$ cat config.mk
export PLATFORM = sky130hd
export DESIGN_NAME = square_wave_channel_with_envelope
export DESIGN_NICKNAME = d
export VERILOG_FILES = /design/src/rtl/core/sqwenv_pkg.sv /design/src/rtl/core/square_wave_channel_with_envelope.sv /design/src/rtl/core/sqwenv_update.sv
export SDC_FILE = /design/constraint.sdc
export NUM_CORES = 1
export LEC_CHECK = 0
export BUFFER_PORTS_ARGS = -buffer_cell sky130_fd_sc_hd__buf_2
export CAP_MARGIN = 20
export CORE_UTILIZATION = 35
export CTS_CLUSTER_DIAMETER = 50
export DETAILED_ROUTE_END_ITERATION = 10
export HOLD_SLACK_MARGIN = 0.03
export PLACE_DENSITY = 0.62
export SETUP_SLACK_MARGIN = 0.15
export SLEW_MARGIN = 20
export SYNTH_ARGS = -nofsm -noshare
export SYNTH_HDL_FRONTEND = slang
export SYNTH_HIERARCHICAL = 1
export SYNTH_SLANG_ARGS = --single-unit
$ cat constraint.sdc
create_clock -name clock -period 4.6 [get_ports clock]
set_input_delay 0 -clock clock [delete_from_list [all_inputs] [get_ports clock]]
set_output_delay 0 -clock clock [all_outputs]
set_load 0.05 [all_outputs]
$ cat src/rtl/core/sqwenv_pkg.sv
// shared types, constants and duty table for the square wave channel
package sqwenv_pkg;

   typedef enum logic [1:0] {
      CMD_TIME    = 2'd0,
      CMD_FRAME   = 2'd1,
      CMD_TRIGGER = 2'd2,
      CMD_UNUSED  = 2'd3
   } cmd_type;

   // configuration register indexes
   localparam logic [2:0] REG_DUTY_SELECT     = 3'd0;
   localparam logic [2:0] REG_FREQUENCY       = 3'd1;
   localparam logic [2:0] REG_LENGTH_ENABLE   = 3'd2;
   localparam logic [2:0] REG_ENVELOPE_UP     = 3'd3;
   localparam logic [2:0] REG_ENVELOPE_PERIOD = 3'd4;
   localparam logic [2:0] REG_INITIAL_VOLUME  = 3'd5;

   localparam logic [6:0]  LENGTH_MAX = 7'd64;
   localparam logic [3:0]  VOLUME_MAX = 4'd15;
   localparam logic [13:0] TIMER_MAX  = 14'h3fff;
   localparam logic [11:0] FREQ_BASE  = 12'd2048;

   typedef struct packed {
      logic [1:0]  duty_select;
      logic [10:0] frequency;
      logic        length_enable;
      logic        envelope_up;
      logic [2:0]  envelope_period;
      logic [3:0]  initial_volume;
   } cfg_type;

   typedef struct packed {
      logic        active;
      logic [6:0]  length_count;
      logic        env_running;
      logic [2:0]  env_countdown;
      logic [3:0]  volume;
      logic [13:0] period_timer;
      logic [2:0]  duty_pos;
   } chan_state_type;

   // duty waveforms, bit 7 is played first
   function automatic logic duty_bit(input logic [1:0] sel, input logic [2:0] pos);
      logic [7:0] pat;
      case (sel)
         2'd0:    pat = 8'h01;
         2'd1:    pat = 8'h81;
         2'd2:    pat = 8'h87;
         default: pat = 8'h7e;
      endcase
      return pat[3'd7 - pos];
   endfunction

endpackage

$ cat src/rtl/core/square_wave_channel_with_envelope.sv
// top level of the square wave sound channel with length counter and envelope
//
//  channel | ports                       | transfer when
//  --------+-----------------------------+-------------------------------
//  req     | cmd, elapsed, step, length  | req_valid && req_ready
//  rsp     | sample, channel_on          | rsp_valid && rsp_ready
//  csr     | index, write data           | csr_write_en (no wait)
//
// one command per cycle sustained while rsp is not stalled; rsp_valid rises
// after the req transfer once the command has passed the input register
// and then the channel state and result register
// all work for a command is one pass through the update logic
// reset clears channel state, configuration and both valid flags
// a stalled rsp holds its result; req keeps flowing while the input
// register can move on, so ready drops only when both stages are full
module square_wave_channel_with_envelope
   import sqwenv_pkg::*;
(
   input  logic        clock,
   input  logic        reset,
   input  logic        req_valid,
   output logic        req_ready,
   input  logic [1:0]  req_cmd,
   input  logic [7:0]  req_elapsed_cycles,
   input  logic [2:0]  req_frame_step,
   input  logic [6:0]  req_length_load,
   output logic        rsp_valid,
   input  logic        rsp_ready,
   output logic [3:0]  rsp_sample,
   output logic        rsp_channel_on,
   input  logic        csr_write_en,
   input  logic [2:0]  csr_index,
   input  logic [10:0] csr_write_data
);

   // configuration registers
   cfg_type        cfg_ff;
   cfg_type        cfg_in;

   // input stage
   logic           in_valid_ff;
   logic           in_valid_in;
   cmd_type        cmd_ff;
   logic [7:0]     elapsed_ff;
   logic [2:0]     step_ff;
   logic [6:0]     length_ff;

   // channel state
   chan_state_type state_ff;
   chan_state_type state_in;

   // result stage
   logic           rsp_valid_ff;
   logic           rsp_valid_in;
   logic [3:0]     sample_ff;
   logic           on_ff;

   logic [3:0]     sample_in;
   logic           on_in;
   logic           advance;
   logic           take_req;

   // the input stage moves on when the result register is free or being drained
   assign advance   = in_valid_ff && (!rsp_valid_ff || rsp_ready);
   assign req_ready = !in_valid_ff || advance;
   assign take_req  = req_valid && req_ready;

   assign in_valid_in  = take_req ? 1'b1 : (advance ? 1'b0 : in_valid_ff);
   assign rsp_valid_in = advance ? 1'b1 : (rsp_ready ? 1'b0 : rsp_valid_ff);

   // register writes, unknown indexes ignored
   always_comb begin
      cfg_in = cfg_ff;
      if (csr_write_en) begin
         case (csr_index)
            REG_DUTY_SELECT:     cfg_in.duty_select     = csr_write_data[1:0];
            REG_FREQUENCY:       cfg_in.frequency       = csr_write_data;
            REG_LENGTH_ENABLE:   cfg_in.length_enable   = csr_write_data[0];
            REG_ENVELOPE_UP:     cfg_in.envelope_up     = csr_write_data[0];
            REG_ENVELOPE_PERIOD: cfg_in.envelope_period = csr_write_data[2:0];
            REG_INITIAL_VOLUME:  cfg_in.initial_volume  = csr_write_data[3:0];
            default: begin
            end
         endcase
      end
   end

   sqwenv_update u_update (
      .cfg            (cfg_ff),
      .cur            (state_ff),
      .cmd            (cmd_ff),
      .elapsed_cycles (elapsed_ff),
      .frame_step     (step_ff),
      .length_load    (length_ff),
      .nxt            (state_in),
      .sample         (sample_in),
      .channel_on     (on_in)
   );

   // control and state
   always_ff @(posedge clock) begin
      if (reset) begin
         cfg_ff       <= '0;
         in_valid_ff  <= 1'b0;
         rsp_valid_ff <= 1'b0;
         state_ff     <= '0;
      end else begin
         cfg_ff       <= cfg_in;
         in_valid_ff  <= in_valid_in;
         rsp_valid_ff <= rsp_valid_in;
         if (advance) begin
            state_ff <= state_in;
         end
      end
   end

   // payload, no reset
   always_ff @(posedge clock) begin
      if (take_req) begin
         cmd_ff     <= cmd_type'(req_cmd);
         elapsed_ff <= req_elapsed_cycles;
         step_ff    <= req_frame_step;
         length_ff  <= req_length_load;
      end
      if (advance) begin
         sample_ff <= sample_in;
         on_ff     <= on_in;
      end
   end

   assign rsp_valid      = rsp_valid_ff;
   assign rsp_sample     = sample_ff;
   assign rsp_channel_on = on_ff;

endmodule

$ cat src/rtl/core/sqwenv_update.sv
// next-state and sample logic for one command of the square wave channel
module sqwenv_update
   import sqwenv_pkg::*;
(
   input  cfg_type        cfg,
   input  chan_state_type cur,
   input  cmd_type        cmd,
   input  logic [7:0]     elapsed_cycles,
   input  logic [2:0]     frame_step,
   input  logic [6:0]     length_load,
   output chan_state_type nxt,
   output logic [3:0]     sample,
   output logic           channel_on
);

   logic [14:0] timer_sum;
   logic [13:0] timer_sat;
   logic [13:0] period;
   logic [6:0]  length_dec;
   logic [2:0]  countdown_dec;

   assign timer_sum     = {1'b0, cur.period_timer} + {7'd0, elapsed_cycles};
   assign timer_sat     = timer_sum[14] ? TIMER_MAX : timer_sum[13:0];
   assign period        = {FREQ_BASE - {1'b0, cfg.frequency}, 2'b00};
   assign length_dec    = (cur.length_count != 7'd0) ? cur.length_count - 7'd1
                                                     : cur.length_count;
   assign countdown_dec = cur.env_countdown - 3'd1;

   always_comb begin
      nxt = cur;
      case (cmd)
         CMD_TIME: begin
            if (cur.active) begin
               if (timer_sat >= period) begin
                  nxt.period_timer = timer_sat - period;
                  nxt.duty_pos     = cur.duty_pos + 3'd1;
               end else begin
                  nxt.period_timer = timer_sat;
               end
            end
         end
         CMD_FRAME: begin
            if (!frame_step[0]) begin
               if (cfg.length_enable) begin
                  nxt.length_count = length_dec;
                  if (length_dec == 7'd0) begin
                     nxt.active = 1'b0;
                  end
               end
            end else if (frame_step == 3'd7 && cur.env_running) begin
               nxt.env_countdown = countdown_dec;
               if (countdown_dec == 3'd0) begin
                  if (cfg.envelope_up) begin
                     if (cur.volume != VOLUME_MAX) nxt.volume = cur.volume + 4'd1;
                     else                          nxt.env_running = 1'b0;
                  end else begin
                     if (cur.volume != 4'd0) nxt.volume = cur.volume - 4'd1;
                     else                    nxt.env_running = 1'b0;
                  end
                  nxt.env_countdown = cfg.envelope_period;
               end
            end
         end
         CMD_TRIGGER: begin
            nxt.active        = 1'b1;
            nxt.length_count  = (length_load == 7'd0 || length_load > LENGTH_MAX)
                                ? LENGTH_MAX : length_load;
            nxt.volume        = cfg.initial_volume;
            nxt.env_countdown = cfg.envelope_period;
            nxt.env_running   = 1'b1;
            nxt.period_timer  = '0;
         end
         default: begin
         end
      endcase
   end

   // sample from the state after this command
   assign channel_on = nxt.active;
   assign sample     = (nxt.active && duty_bit(cfg.duty_select, nxt.duty_pos))
                       ? nxt.volume : 4'd0;

endmodule

==> results by group <==
Critical path
  • WP data arrival: about 4.3 ns
  • Top cell by count, worst path: sky130_fd_sc_hd__a21oi_2
  • Timing endpoint of the critical path: rsp_sample[2]
  • CP peak stage delay: 0.38 ns
  • CP startpoint: state_ff[3]
  • Slowest-stage cell, CP: sky130_fd_sc_hd__fa_1
  • Critical path startpoint category: flip-flop
  • Crit Path Class: flip-flop to flip-flop
  • Maximum net fanout on the critical path: 7
  • Worst setup slack for register-to-register paths: around 0.39 ns
  • Reg2reg start: state_ff[3]
  • Critical path cell sequence: ha_2 > inv_1 > fa_1 > nand2b_2 > a21oi_2 > o21ai_1 > buf_4 > mux2_2 > ha_1 > nand3_1 > nor2_1 > a21boi_4 > a21oi_2 > o21ai_4 > buf_6 > o21a_2 > o31ai_4 > nor3b_1
  • Element type at the critical path end: flip-flop
  • Worst Path Required: approximately 4.7 ns
  • Critical R2R Capture: rsp_sample[2]
  • Reg2Reg Depth: 18

Placement
  • GP Congestion: 0.830
  • Port bufs: 45
  • Post-DP HPWL: 9690 µm

Layout
  • FF+latch area: 0.00189 mm²
  • Area growth syn-to-layout: 19.3%
  • Fill cell count: around 1700
  • Area used by multi-input combinational logic: between 0.003 and 0.004 mm²
  • Share of post-route cells with drive strength above 1: roughly 15%
  • Diodes inserted: 0
  • Net count reported at finish: roughly 840

Timing
  • Min Tclk post-route: 4.21 ns
  • Final setup violation count: 0
  • Worst hold slack after final layout: between 0.06 and 0.07 ns
  • Post-route clock period utilization: around 92%
  • Number of hold violations in the final report: 0
  • Setup repair after global routing missed its margin: false
  • Max-slew violation count: 0
  • Relative slew slack: slightly above 50%
  • Fin Clk Skew: about 0.0072 ns
  • Post-route setup TNS: 0 ns
  • Achievable clock frequency: 237 MHz
  • Measured slew at the worst slew-check pin: between 0.7 and 0.8 ns

Synth
  • EDFF count, synth: 25
  • Primary flip-flop cell chosen by synthesis mapping: sky130_fd_sc_hd__dfxtp_1
  • Combined area of all synthesized cells: approximately 0.0059 mm²
  • Post-synthesis net count: slightly below 800
  • Synthesized area per cell: between 8 and 9 µm²
  • Flip-flop and latch count after synthesis: 82
  • Syn Inst Count: between 600 and 700
  • Number of warning messages in the yosys log: 6
  • Number of distinct standard cells referenced by the synthesized netlist: between 70 and 80
  • Share of synthesized flip-flops with an asynchronous set or reset: 0%
  • Part of the Yosys area used for sequential elements: a little under a third

Floorplanning
  • Std cell rows: 47
  • Total core area: about 0.017 mm²
  • Die Footprint: ~0.017 mm²
  • Floorplan die height: between 100 and 150 µm
  • Starting density of the core: around 36%
  • Die width: 132 µm
  • Top-level port count: between 40 and 50

Routing
  • Initial DRC Count: approximately 300
  • Total via count after detailed routing: ~5000
  • Wirelength, routed: ~14000 µm
  • First-pass detailed-route iteration total: 4
  • Via-to-Cell Ratio: 5.09
  • Number of antenna-violating nets in the routed design: 0
  • DR WL/cell: 14.1 µm
  • Number of design rule violations left after detail routing: 0

Global routing
  • Grt total ovfl: 0
  • Via count of the first global-routing pass: between 4000 and 5000
  • Tot GR Track Use: between 15 and 20%
  • Wire length of the first global-routing pass: ~24000 µm
  • Antenna violations before repair: 0
  • Maximum number of pins on one net before global-route repair: 91

Min path
  • Min-delay worst type: primary input to flip-flop

Clocking
  • Clock Sinks: 82
  • Clock transition at the registers of the reported paths: roughly 0.070 ns
  • Buffer depth of the longest clock path: 2
  • CTS root buffer: sky130_fd_sc_hd__clkbuf_16
  • Later-pin clock latency in the skew report: between 0.3 and 0.4 ns
  • TritonCTS clock tree: done
  • Number of H-tree branching levels: 3
  • Number of clock buffers inserted by TritonCTS: 9

Pwr
  • Pwr dens: about 260 mW/mm²
  • Static leakage: about 2.7 nW
  • Worst vdd rail ir drop: around 0.21 mV

Outcome
  • Outcome: complete, no violations

Run
  • Number of max-cap violations: 0
metal layers:
| layer | up-vias | GRT usage (%) | part of all wire, % |
|---|---|---|---|
| met3 | 16 | 3.46 | 2.9 |
| met2 | 79 | 29.4 | 50 |
| met4 | 0 | 4.73 | 1.5 |
| met5 | - | 0 | 0 |
| li1 | 2609 | - | - |
| met1 | 2341 | 20.9 | 46 |
where the power goes:
part / internal (W) / switching, W
combinational: 0.000151 / 0.000184
clock: 0.000381 / 0.000339
sequential: 0.000766 / 0.0000164
total: 0.00130 / 0.000539
worst min-delay path by stage:
stage | from | endpoint | slack (ns) | cells after the start
final | csr_index[2] | cfg_ff[20] | 0.07 | 4
after global routing | csr_index[2] | cfg_ff[21] | 0.12 | 4
after floorplan | req_cmd[0] | cmd_ff[0] | 0.1 | 0
after detailed placement | req_length_load[1] | length_ff[1] | 0.18 | 1
after CTS | csr_index[2] | cfg_ff[21] | 0.06 | 4
after global placement | req_length_load[2] | length_ff[2] | 0.18 | 1
worst max-delay path: cells and delay by family (launching register included):
| kind | cells | cell delay, ns |
|---|---|---|
| adders and majority gates | 3 | 0.94 |
| buffers and inverters | 3 | 0.37 |
| and+or+nand+nor | 4 | 0.68 |
| DFF | 1 | 0.35 |
| AOI/OAI and AO/OA | 7 | 1.33 |
| muxes | 1 | 0.29 |
metrics by stage:
stage          power (W)  utilization, %  area [µm²]  worst slack, ns  cells
6_report         0.00184            42.7        7080            0.387    992
5_1_grt          0.00193            42.7        7080            0.121    992
3_3_place_gp     0.00110            38.3        6360            0.275    939
2_1_floorplan    0.00102               -        5930            0.425    696
4_1_cts          0.00185            42.2        7000            0.213    989
3_5_place_dp     0.00110            38.3        6360            0.181    939
area by class of cell:
cell class / instances / share of cell area, %
Clock buffer: 9 / 3.18
Timing Repair Buffer: 89 / 9.28
Inverter: 28 / 1.48
Tap cell: 220 / 3.89
Clock inverter: 7 / 0.919
Sequential cell: 82 / 26.7
Multi-Input combinational cell: 557 / 54.5
layout by cell type (no fill, tap or decap), types with 4 or more instances in the layout:
| master | count |
|---|---|
| sky130_fd_sc_hd__nor3_1 | 11 |
| sky130_fd_sc_hd__o221ai_1 | 4 |
| sky130_fd_sc_hd__a21o_1 | 11 |
| sky130_fd_sc_hd__buf_2 | 45 |
| sky130_fd_sc_hd__xor2_1 | 14 |
| sky130_fd_sc_hd__dfxtp_1 | 56 |
| sky130_fd_sc_hd__nor2b_1 | 6 |
| sky130_fd_sc_hd__a21oi_1 | 50 |
| sky130_fd_sc_hd__mux2i_1 | 53 |
| sky130_fd_sc_hd__nand2b_1 | 74 |
| sky130_fd_sc_hd__dlygate4sd3_1 | 34 |
| sky130_fd_sc_hd__o211ai_1 | 4 |
| sky130_fd_sc_hd__or4_1 | 4 |
| sky130_fd_sc_hd__ha_1 | 32 |
| sky130_fd_sc_hd__nand4_1 | 4 |
| sky130_fd_sc_hd__inv_6 | 4 |
| sky130_fd_sc_hd__xnor2_1 | 13 |
| sky130_fd_sc_hd__nand3_1 | 15 |
| sky130_fd_sc_hd__inv_1 | 28 |
| sky130_fd_sc_hd__nor2_1 | 52 |
| sky130_fd_sc_hd__o21ai_0 | 40 |
| sky130_fd_sc_hd__a21oi_2 | 5 |
| sky130_fd_sc_hd__edfxtp_1 | 25 |
| sky130_fd_sc_hd__buf_4 | 8 |
| sky130_fd_sc_hd__o21bai_1 | 4 |
| sky130_fd_sc_hd__a211oi_1 | 6 |
| sky130_fd_sc_hd__nand2_1 | 74 |
| sky130_fd_sc_hd__clkbuf_16 | 9 |
| sky130_fd_sc_hd__mux2_2 | 5 |
cell usage after synthesis, types with 11 or more instances:
library cell                n  area, µm²
sky130_fd_sc_hd__ha_1      33        413
sky130_fd_sc_hd__a21oi_1   54        270
sky130_fd_sc_hd__nand2b_1  75        469
sky130_fd_sc_hd__inv_1     28        105
sky130_fd_sc_hd__nand3_1   15       75.1
sky130_fd_sc_hd__mux2i_1   54        541
sky130_fd_sc_hd__nand2_1   74        278
sky130_fd_sc_hd__nor3_1    11       55.1
sky130_fd_sc_hd__o21ai_0   41        205
sky130_fd_sc_hd__a21o_1    11       82.6
sky130_fd_sc_hd__xnor2_1   13        114
sky130_fd_sc_hd__dfxtp_1   57       1140
sky130_fd_sc_hd__nor2_1    53        199
sky130_fd_sc_hd__edfxtp_1  25        751
sky130_fd_sc_hd__xor2_1    14        123
sky130_fd_sc_hd__clkbuf_1  16       60.1
flip-flops by register name (all words and copies together) (netlist names):
name	count
cfg_ff	22
rsp_sample	4
rsp_channel_on	1
elapsed_ff	8
state_ff	33
cmd_ff	2
step_ff	3
rsp_valid	1
length_ff	7
in_valid_ff	1
cells by family (layout without fill, tap and decap cells):
kind of cell             count (synthesis)  in the layout  synth area share (%)
XOR/XNOR                                27             27                  3.99
adder cells (fa/ha/maj)                 35             35                  7.63
flip-flops                              82             82                  31.9
AND/OR/NAND/NOR                        272            272                  23.9
multiplexers                            61             61                  10.6
AO/OA/AOI/OAI                          162            162                  17.7
buffers and inverters                   57            133                  4.32
timing repair:
item,CTS,global route
buffers inserted,0,3
gates resized for setup,1,18
hold buffers,34,0
pin swaps,0,6
setup endpoints to repair,3,18
hold endpoints to repair,44,0
Power figures use the tool's default switching activity.
